`config.mk`:
```
export PLATFORM = sky130hd
export DESIGN_NAME = infix_to_postfix_converter_top
export DESIGN_NICKNAME = d
export VERILOG_FILES = /design/src/sv/itp_pkg.sv /design/src/sv/itp_cfg.sv /design/src/sv/itp_dp.sv /design/src/sv/itp_ctrl.sv /design/src/sv/infix_to_postfix_converter_top.sv
export SDC_FILE = /design/constraint.sdc
export NUM_CORES = 1
export LEC_CHECK = 0
export ABC_AREA = 1
export BUFFER_PORTS_ARGS = -buffer_cell sky130_fd_sc_hd__buf_2
export CORE_MARGIN = 4
export CORE_UTILIZATION = 31
export DETAILED_ROUTE_END_ITERATION = 8
export MAX_ROUTING_LAYER = met4
export PLACE_DENSITY = 0.54
export SLEW_MARGIN = 20
export SYNTH_ARGS = -nofsm -noshare
export SYNTH_HDL_FRONTEND = slang
export SYNTH_SLANG_ARGS = --single-unit
```
`constraint.sdc`:
```
create_clock -name clk -period 5.95 [get_ports clk]
set_input_delay 0.595 -clock clk [delete_from_list [all_inputs] [get_ports clk]]
set_output_delay 0.595 -clock clk [all_outputs]
set_load 0.02 [all_outputs]
```
`src/sv/itp_pkg.sv`:
```
// Shared types and constants for the infix to postfix token converter.
package itp_pkg;

  localparam int STACK_DEPTH_DEF = 32;

  localparam int PADDR_W = 4;
  localparam int PDATA_W = 32;

  localparam logic [1:0] REG_FUNC_PRIO   = 2'd0;
  localparam logic [1:0] REG_OPEN_PAREN  = 2'd1;
  localparam logic [1:0] REG_CLOSE_PAREN = 2'd2;

  localparam logic [2:0] FUNC_PRIO_RST   = 3'd4;
  localparam logic [7:0] OPEN_PAREN_RST  = 8'd40;
  localparam logic [7:0] CLOSE_PAREN_RST = 8'd41;

  localparam logic [1:0] KIND_OP  = 2'd0;
  localparam logic [1:0] KIND_NUM = 2'd1;
  localparam logic [1:0] KIND_VAR = 2'd2;
  localparam logic [1:0] KIND_END = 2'd3;

  typedef struct packed {
    logic        action;
    logic [7:0]  token_code;
    logic [2:0]  token_priority;
    logic [1:0]  token_kind;
    logic [63:0] payload;
  } tok_t;

  typedef struct packed {
    logic [7:0]  out_code;
    logic [2:0]  out_priority;
    logic [1:0]  out_kind;
    logic [63:0] out_payload;
    logic        overflow_error;
    logic        last;
  } rpn_t;

  typedef struct packed {
    logic [7:0] code;
    logic [2:0] prio;
  } entry_t;

  typedef struct packed {
    logic [2:0] function_priority;
    logic [7:0] open_paren_code;
    logic [7:0] close_paren_code;
  } cfg_t;

  typedef enum logic [1:0] {
    SEL_TOS,
    SEL_TOKEN,
    SEL_ERROR,
    SEL_END
  } emit_sel_t;

  typedef struct packed {
    logic      load;
    logic      push;
    logic      pop;
    logic      emit;
    emit_sel_t sel;
    logic      last;
  } dp_cmd_t;

  typedef struct packed {
    logic is_end;
    logic is_operand;
    logic is_pushed;
    logic is_close;
    logic empty;
    logic full;
    logic cnt_one;
    logic tos_open;
    logic below_open;
    logic tos_pops;
    logic below_pops;
    logic out_free;
  } dp_status_t;

endpackage

```
`src/sv/itp_cfg.sv`:
```
// APB register block holding the converter configuration.
module itp_cfg (
  input  logic                         clk,
  input  logic                         rst,
  input  logic                         psel,
  input  logic                         penable,
  input  logic                         pwrite,
  input  logic [itp_pkg::PADDR_W-1:0]  paddr,
  input  logic [itp_pkg::PDATA_W-1:0]  pwdata,
  output logic [itp_pkg::PDATA_W-1:0]  prdata,
  output logic                         pready,
  output itp_pkg::cfg_t                cfg
);
  import itp_pkg::*;

  logic [1:0] index;
  logic       wr;

  assign pready = 1'b1;
  assign index  = paddr[3:2];
  assign wr     = psel && penable && pwrite && pready;

  always_ff @(posedge clk) begin
    if (rst) begin
      cfg.function_priority <= FUNC_PRIO_RST;
      cfg.open_paren_code   <= OPEN_PAREN_RST;
      cfg.close_paren_code  <= CLOSE_PAREN_RST;
    end else if (wr) begin
      case (index)
        REG_FUNC_PRIO:   cfg.function_priority <= pwdata[2:0];
        REG_OPEN_PAREN:  cfg.open_paren_code   <= pwdata[7:0];
        REG_CLOSE_PAREN: cfg.close_paren_code  <= pwdata[7:0];
        default: ;
      endcase
    end
  end

  always_comb begin
    case (index)
      REG_FUNC_PRIO:   prdata = {{(PDATA_W-3){1'b0}}, cfg.function_priority};
      REG_OPEN_PAREN:  prdata = {{(PDATA_W-8){1'b0}}, cfg.open_paren_code};
      REG_CLOSE_PAREN: prdata = {{(PDATA_W-8){1'b0}}, cfg.close_paren_code};
      default:         prdata = '0;
    endcase
  end

endmodule

```
`src/sv/itp_dp.sv`:
```
// Datapath: token register, operator stack with cached top, output register.
module itp_dp #(
  parameter int STACK_DEPTH = itp_pkg::STACK_DEPTH_DEF
) (
  input  logic                clk,
  input  logic                rst,
  input  itp_pkg::tok_t       tok,
  input  itp_pkg::cfg_t       cfg,
  input  itp_pkg::dp_cmd_t    cmd,
  output itp_pkg::dp_status_t status,
  output logic                rpn_valid,
  input  logic                rpn_ready,
  output itp_pkg::rpn_t       rpn
);
  import itp_pkg::*;

  localparam int CW = $clog2(STACK_DEPTH + 1);
  localparam int AW = $clog2(STACK_DEPTH);
  localparam logic [CW-1:0] DEPTH_C = CW'(STACK_DEPTH);

  // top of stack lives in tos; mem holds the entries below it
  entry_t        mem [STACK_DEPTH-1];
  tok_t          item;
  entry_t        tos;
  entry_t        below;
  entry_t        new_entry;
  logic [CW-1:0] count;
  logic [CW-1:0] count_next;
  logic [CW-1:0] count_m1;
  logic [CW-1:0] count_next_m2;
  logic [AW-1:0] waddr;
  logic [AW-1:0] raddr;
  logic          wen;
  rpn_t          rpn_next;

  assign new_entry.code = item.token_code;
  assign new_entry.prio = item.token_priority;

  always_comb begin
    if (cmd.push) begin
      count_next = count + CW'(1);
    end else if (cmd.pop) begin
      count_next = count - CW'(1);
    end else begin
      count_next = count;
    end
  end

  assign count_m1      = count - CW'(1);
  assign count_next_m2 = count_next - CW'(2);
  assign waddr         = count_m1[AW-1:0];
  assign raddr         = count_next_m2[AW-1:0];
  assign wen           = cmd.push && (count != '0);

  always_ff @(posedge clk) begin
    if (wen) begin
      mem[waddr] <= tos;
    end
    if (wen && (waddr == raddr)) begin
      below <= tos;
    end else begin
      below <= mem[raddr];
    end
  end

  always_ff @(posedge clk) begin
    if (cmd.load) begin
      item <= tok;
    end
    if (cmd.push) begin
      tos <= new_entry;
    end else if (cmd.pop) begin
      tos <= below;
    end
    if (cmd.emit) begin
      rpn <= rpn_next;
    end
    if (rst) begin
      count     <= '0;
      rpn_valid <= 1'b0;
    end else begin
      count <= count_next;
      if (cmd.emit) begin
        rpn_valid <= 1'b1;
      end else if (rpn_ready) begin
        rpn_valid <= 1'b0;
      end
    end
  end

  always_comb begin
    rpn_next = '0;
    rpn_next.last = cmd.last;
    case (cmd.sel)
      SEL_TOS: begin
        rpn_next.out_code     = tos.code;
        rpn_next.out_priority = tos.prio;
        rpn_next.out_kind     = KIND_OP;
      end
      SEL_TOKEN: begin
        rpn_next.out_code     = item.token_code;
        rpn_next.out_priority = item.token_priority;
        rpn_next.out_kind     = item.token_kind;
        rpn_next.out_payload  = item.payload;
      end
      SEL_ERROR: begin
        rpn_next.out_code       = item.token_code;
        rpn_next.out_priority   = item.token_priority;
        rpn_next.out_kind       = KIND_OP;
        rpn_next.overflow_error = 1'b1;
      end
      SEL_END: begin
        rpn_next.out_kind = KIND_END;
      end
      default: ;
    endcase
  end

  always_comb begin
    status.is_end     = item.action;
    status.is_operand = (item.token_kind == KIND_NUM) || (item.token_kind == KIND_VAR);
    status.is_pushed  = (item.token_priority == cfg.function_priority) ||
                        (item.token_code == cfg.open_paren_code);
    status.is_close   = item.token_code == cfg.close_paren_code;
    status.empty      = count == '0;
    status.full       = count == DEPTH_C;
    status.cnt_one    = count == CW'(1);
    status.tos_open   = tos.code == cfg.open_paren_code;
    status.below_open = below.code == cfg.open_paren_code;
    status.tos_pops   = item.token_priority <= tos.prio;
    status.below_pops = item.token_priority <= below.prio;
    status.out_free   = !rpn_valid || rpn_ready;
  end

endmodule

```
`src/sv/itp_ctrl.sv`:
```
// Controller: sequences accept, pops, pushes and emits for one token.
module itp_ctrl (
  input  logic                clk,
  input  logic                rst,
  input  logic                tok_valid,
  output logic                tok_ready,
  input  itp_pkg::dp_status_t st,
  output itp_pkg::dp_cmd_t    cmd
);
  import itp_pkg::*;

  typedef enum logic {
    S_IDLE,
    S_RUN
  } state_t;

  state_t state;
  logic   done;

  assign tok_ready = state == S_IDLE;

  always_comb begin
    cmd      = '0;
    cmd.sel  = SEL_TOS;
    done     = 1'b0;
    case (state)
      S_IDLE: begin
        cmd.load = tok_valid;
      end
      S_RUN: begin
        if (st.out_free) begin
          if (st.is_end) begin
            if (!st.empty) begin
              cmd.emit = 1'b1;
              cmd.pop  = 1'b1;
            end else begin
              cmd.emit = 1'b1;
              cmd.sel  = SEL_END;
              cmd.last = 1'b1;
              done     = 1'b1;
            end
          end else if (st.is_operand) begin
            cmd.emit = 1'b1;
            cmd.sel  = SEL_TOKEN;
            cmd.last = 1'b1;
            done     = 1'b1;
          end else if (st.is_pushed) begin
            if (st.full) begin
              cmd.emit = 1'b1;
              cmd.sel  = SEL_ERROR;
              cmd.last = 1'b1;
            end else begin
              cmd.push = 1'b1;
            end
            done = 1'b1;
          end else if (st.is_close) begin
            if (!st.empty && !st.tos_open) begin
              cmd.emit = 1'b1;
              cmd.pop  = 1'b1;
              cmd.last = st.cnt_one || st.below_open;
            end else begin
              cmd.pop = !st.empty;
              done    = 1'b1;
            end
          end else begin
            if (!st.empty && !st.tos_open && st.tos_pops) begin
              // push after the final pop always fits, so that pop ends the item
              cmd.emit = 1'b1;
              cmd.pop  = 1'b1;
              cmd.last = st.cnt_one || st.below_open || !st.below_pops;
            end else if (st.full) begin
              cmd.emit = 1'b1;
              cmd.sel  = SEL_ERROR;
              cmd.last = 1'b1;
              done     = 1'b1;
            end else begin
              cmd.push = 1'b1;
              done     = 1'b1;
            end
          end
        end
      end
      default: ;
    endcase
  end

  always_ff @(posedge clk) begin
    if (rst) begin
      state <= S_IDLE;
    end else begin
      case (state)
        S_IDLE: if (tok_valid) begin
          state <= S_RUN;
        end
        S_RUN: if (done) begin
          state <= S_IDLE;
        end
        default: state <= S_IDLE;
      endcase
    end
  end

endmodule

```
`src/sv/infix_to_postfix_converter_top.sv`:
```
// Top level of the shunting-yard infix to postfix token converter.
//
//   channel  direction  handshake             beat
//   tok      in         tok_valid/tok_ready   itp_pkg::tok_t
//   rpn      out        rpn_valid/rpn_ready   itp_pkg::rpn_t
//   apb      in         psel/penable/pready   config registers at 0x0, 0x4, 0x8
//
// One token at a time: accepted in S_IDLE, then its results and stack steps run in S_RUN.
// The pace is one pop per cycle while the output register is free, set by the
// single write and registered read stack memory.
// Reset empties the stack at once (no clearing pass) and loads register defaults.
// A held output register stalls the controller until the beat is taken.
module infix_to_postfix_converter_top #(
  parameter int STACK_DEPTH = itp_pkg::STACK_DEPTH_DEF
) (
  input  logic                        clk,
  input  logic                        rst,
  input  logic                        tok_valid,
  output logic                        tok_ready,
  input  itp_pkg::tok_t               tok,
  output logic                        rpn_valid,
  input  logic                        rpn_ready,
  output itp_pkg::rpn_t               rpn,
  input  logic                        psel,
  input  logic                        penable,
  input  logic                        pwrite,
  input  logic [itp_pkg::PADDR_W-1:0] paddr,
  input  logic [itp_pkg::PDATA_W-1:0] pwdata,
  output logic [itp_pkg::PDATA_W-1:0] prdata,
  output logic                        pready
);
  import itp_pkg::*;

  cfg_t       cfg;
  dp_cmd_t    cmd;
  dp_status_t status;

  itp_cfg u_cfg (
    .clk     (clk),
    .rst     (rst),
    .psel    (psel),
    .penable (penable),
    .pwrite  (pwrite),
    .paddr   (paddr),
    .pwdata  (pwdata),
    .prdata  (prdata),
    .pready  (pready),
    .cfg     (cfg)
  );

  itp_ctrl u_ctrl (
    .clk       (clk),
    .rst       (rst),
    .tok_valid (tok_valid),
    .tok_ready (tok_ready),
    .st        (status),
    .cmd       (cmd)
  );

  itp_dp #(
    .STACK_DEPTH (STACK_DEPTH)
  ) u_dp (
    .clk       (clk),
    .rst       (rst),
    .tok       (tok),
    .cfg       (cfg),
    .cmd       (cmd),
    .status    (status),
    .rpn_valid (rpn_valid),
    .rpn_ready (rpn_ready),
    .rpn       (rpn)
  );

endmodule

```
# [Word level (Yosys, flattened, before mapping)]
# Memory sizes are Yosys's and may differ from the RTL's. A register that Yosys moved wholly into a read port is not among the register bits.
# Cells that the tools add are included.
[op_classes] n_addsub=3 multipliers=0 div=0 n_lt_le_gt_ge=2 eq_ne=14 n_shift=0 mux=50 bitwise=1 reduce_logical=26
[op_table] cell="$eq A8 B8 Y1" count=4
[op_table] cell="$mux W1" count=31
[op_table] cell="$mux W6" count=4
[op_table] cell="$pmux W8 S3" count=1
[op_table] cell="$mux W11" count=2
[op_table] cell="$pmux W11 S2" count=1
[op_table] cell="$mux W4" count=3
[op_table] cell="$eq A2 B2 Y1 const B" count=4
[op_table] cell="$mux W2" count=4
[op_table] cell="$reduce_and A2 Y1" count=4
[op_table] cell="$add A6 B1 Y6 const B" count=1
[op_table] cell="$eq A2 B1 Y1 const B" count=3
[op_table] cell="$eq A6 B1 Y1 const B" count=1
[op_table] cell="$eq A6 B6 Y1 const B" count=1
[op_table] cell="$le A3 B3 Y1" count=2
[op_table] cell="$logic_not A6 Y1" count=1
[op_table] cell="$pmux W2 S3" count=1
[op_table] cell="$reduce_bool A6 Y1" count=1
[op_table] cell="$sub A6 B1 Y6 const B" count=1
[op_table] cell="$logic_and A1 B1 Y1" count=5
[op_table] cell="$logic_or A1 B1 Y1" count=5
[op_table] cell="$mux W5" count=1
[op_table] cell="$sub A5 B2 Y5 const B" count=1
[op_table] cell="$logic_not A1 Y1" count=4
[op_table] cell="7 further kinds" count=10
[word_totals] register_bits=195 latch_bits=0 ramBits=341 mem_bits_ro=0 out_inout_bits=114 word_cells=116 n_memories=1
[memory_table] memory="u_dp.mem" words=31 word_bits=11 rd=1 rd_ports_with_merged_regs=1 write_ports=1 line_no="itp_dp.sv:22" rtl="entry_t mem [STACK_DEPTH-1];"

# [Longest topological paths before layout]
[depth] word_depth=14 mapped_depth=18

# [Hierarchy]
# From an unflattened synthesis, not the netlist that was laid out.
[hier_totals] hier_cells=1942 area_unflattened_um2=22445.3
[modules_own_cells] module="itp_dp" n_inst=1 cells_per_inst=1730 area_per_inst_um2=21090.2 seq_area_each_um2=15524.9
[modules_own_cells] module="itp_cfg" n_inst=1 cells_per_inst=171 area_per_inst_um2=1143.6 seq_area_each_um2=380.4
[modules_own_cells] module="itp_ctrl" n_inst=1 cells_per_inst=41 area_per_inst_um2=211.5 seq_area_each_um2=20.0

# [Worst setup path before layout]
# Ideal clock, no wire load.
[synth_path] path_type="input port to flip-flop" startpoint="input tok_valid" endpoint="register u_dp.item[0] in the netlist's numbering, enable pin" arrival_time_ps=3903 setup_slack_ps=1530 path_stages=2 cell_sequence="inv_1 nor2_1"
[synth_lines] element="start, declared" line_no="infix_to_postfix_converter_top.sv:18" rtl="input logic tok_valid,"
[synth_lines] element="end signal, assigned" line_no="itp_dp.sv:68" rtl="item <= tok;"
[synth_lines] element="end, declared" line_no="itp_dp.sv:23" rtl="tok_t item;"

==> out/results.tsv <==
stage	metric	value	unit
floorplanning	Core ar.	70100	um2
cells_and_area	Final #Nets	2151	
clock_network	CTS H-tree lvls	2	
cells_and_area	area of the multi-input gates	5070	um2
detailed_routing	Initial DRC Count	1262	
timing	Slew HR	0.222	
global_route	first-pass GRT wire length	84.4	mm
clock_network	TritonCTS Buffers	55	
timing	Worst-Margin Slew	1.16	ns
clock_network	Clock Tree Buf Depth	3	
detailed_routing	Vias/cell	4.73	
power	logic gate share of total power	0.237	
logic_synthesis	warning count from the yosys run	0	
place	Detail Placement HPWL	34.9	mm
hold_path	hold crit path type	input port to flop	
hold_path	HP Start	tok[37]	
logic_synthesis	ys async rst share	0	
timing	fmax	0.245	GHz
clock_network	post-CTS sizing	0	
timing	Hold Violations, Final	0	
logic_synthesis	synthesis-stage register bit count	541	
setup_path	CP Capture Type	flop	
timing	setup_tns	0	ns
logic_synthesis	Synth area leader	edfxtp_1	
power	Sw Share	0.320	
logic_synthesis	mapped cell area	22000	um2
floorplanning	Die X	274	um
clock_network	hold_buf cts	0	
logic_synthesis	most instantiated cells after synthesis	edfxtp_1 (509), nor2_1 (285), nand2_1 (245), o21ai_0 (179), inv_1 (130)	
logic_synthesis	most common cell in the synthesized netlist	edfxtp_1	
setup_path	CP Launch Type	flop	
detailed_routing	antenna violation net count after detailed routing	0	
detailed_routing	final WL	56.5	mm
logic_synthesis	syn_area_per_cell	12.1	um2
clock_network	CTS tree	done	
clock_network	Clk pin slew, worst setup/hold paths	0.06	ns
power	Int Power	7160	uW
clock_network	clk_lat worst skew	0.61	ns
global_route	Tot GR Track Use	0.151	
timing	endpoints failing setup	0	
cells_and_area	share of cells above drive strength 1	0.166	
logic_synthesis	Primary FF master, synth	edfxtp_1	
global_route	initial antenna violation count	1	
floorplanning	Die H	274	um
clock_network	CTS root buffer	clkbuf_16	
global_route	largest net degree at the start of global routing	85	
detailed_routing	residual DRC count	0	
power	Clock Power Share	0.321	
power	Static Leakage	0.00952	uW
detailed_routing	DRT Pass-1 Iters	5	
detailed_routing	routed length per instance	18.8	um
power	PD cells	409	nW/um2
clock_network	CTS Sinks	541	
detailed_routing	vias after detailed routing	14200	
power	worst IR drop on VDD	0.000252	V
cells_and_area	Layout fillers	6896	
floorplanning	Top Ports	235	
setup_path	R2R cell count	14	
timing	final critical-path share of the clock period	0.685	
timing	RSZ-0062 raised after global routing	no	
logic_synthesis	sequential-to-total area share from yosys stat	0.724	
logic_synthesis	top cell type's share of synthesized area	0.695	
floorplanning	Initial Util	0.314	
floorplanning	Die ar.	75300	um2
timing	Hold WS	0.174	ns
logic_synthesis	Syn Inst Count	1814	
logic_synthesis	Synth area leaders	edfxtp_1 (69%), nor2_1 (4.9%), nand2_1 (4.2%)	
logic_synthesis	Post-synth EDFFs	509	
place	input/output buffers	183	
clock_network	Post-CTS Setup Repair Bufs	0	
global_route	total grt overflow	0	
setup_path	critical path class	flop to flop	
hold_path	Cells on Worst Hold Path	1	
global_route	vias in the first global route	14100	
run	maxcap violations	0	
power	Net Switching	3370	uW
outcome	outcome	finished, final reports clean	
setup_path	WP data arrival	4.41	ns
timing	post-layout minimum cycle time	4.07	ns
timing	Fin Clk Skew	0.0369	ns
cells_and_area	Area Growth Syn to Fin	17.1	%
timing	Slew Viols, Final	0	
cells_and_area	sequential cell area	15900	um2
floorplanning	num rows	97	
setup_path	Required @ worst endpoint	6.29	ns
power	sequential share of power	0.442	
setup_path	Crit Path Max Fanout	53	
place	global placer's final weighted congestion	0.838	
logic_synthesis	Synth cell types	40	
## worst max-delay path, cell delays in order (launching register included)
cell,delay (ns)
dfxtp_4,0.73
buf_4,0.60
o21ai_0,0.18
o22ai_1,0.19
o21ai_0,0.11
o21ai_0,0.28
inv_1,0.09
o21ai_0,0.52
inv_1,0.12
ha_1,0.34
a21oi_1,0.16
a32oi_1,0.07
a32oi_1,0.17
and3_1,0.18
a21oi_1,0.07
## cells in the final DEF (no fill, tap or decap), types with 13 or more instances in the layout
cell	count
edfxtp_1	509
dfxtp_1	30
a21oi_1	44
conb_1	25
buf_4	47
clkbuf_16	55
inv_1	128
o22ai_1	27
o211ai_1	18
xnor2_1	16
nand2_1	245
nand3_1	125
nor2_1	278
o221ai_1	25
buf_2	183
clkbuf_1	13
o21ai_0	179
## registers in the layout, indices dropped and copies added, names as in the netlist, named ones only
| signal | flops |
|---|---|
| u_cfg.cfg | 19 |
| u_dp.item | 77 |
| u_dp.rpn_valid | 1 |
| u_dp.rpn | 79 |
| u_dp.mem | 341 |
| u_dp.status | 1 |
| u_dp.tos | 11 |
| u_dp.count | 6 |
| u_ctrl.state | 1 |
## final timing paths
| path | endpoint | slack [ns] |
|---|---|---|
| min | u_dp.item[37] | 0.17 |
| max | u_dp.rpn[0] | 1.88 |
| min reg2reg | u_cfg.cfg[3] | 0.50 |
| max reg2reg | u_dp.rpn[0] | 1.88 |
## logic make-up (layout without fill, tap and decap cells)
kind of cell    count (synthesis)  count (layout)  share of synthesized area
simple gates                  677             677                      0.126
flops                         541             541                      0.724
compound gates                314             314                     0.0816
buf+inv                       242             467                     0.0503
xor+xnor                       26              26                     0.0104
fa+ha+maj                      12              12                    0.00683
other cells                     2              27                   0.000341
## per-layer routing
layer  GRT usage  share of wire  up-vias
li1            -              -     6736
met1       0.192           0.42     6961
met2       0.246           0.49      427
met3      0.0305          0.068       91
met4      0.0417          0.025        0
met5           -              0        -
## power by group through the flow
stage	Clock [uW]	Sequential, uW	Combinational, uW
floorplan	0	4880	1460
global placement	0	4730	2450
global route	3630	4680	2750
finish	3390	4650	2490
detailed placement	0	4730	2500
CTS	3470	4660	2510
## final cells by class
cell class | count | area share
Antenna cell | 2 | 0.000194
Clock buffer | 71 | 0.0569
Clock inverter | 30 | 0.0112
Inverter | 134 | 0.0197
Multi-Input combinational cell | 1054 | 0.197
Sequential cell | 541 | 0.619
Tap cell | 940 | 0.0457
Timing Repair Buffer | 232 | 0.0508
## metrics by stage
step	total power, uW	worst slack, ns	std cells	instance area [um2]	util
after floorplan	6340	1.53	1837	22100	-
after global placement	7180	1.98	2901	24000	0.342
after detailed placement	7230	1.97	2901	24000	0.342
after CTS	10600	1.97	3002	25700	0.367
after global routing	11100	1.65	3003	25700	0.367
final	10500	1.88	3004	25800	0.367
Note: power is estimated with default switching activity, not from simulation.
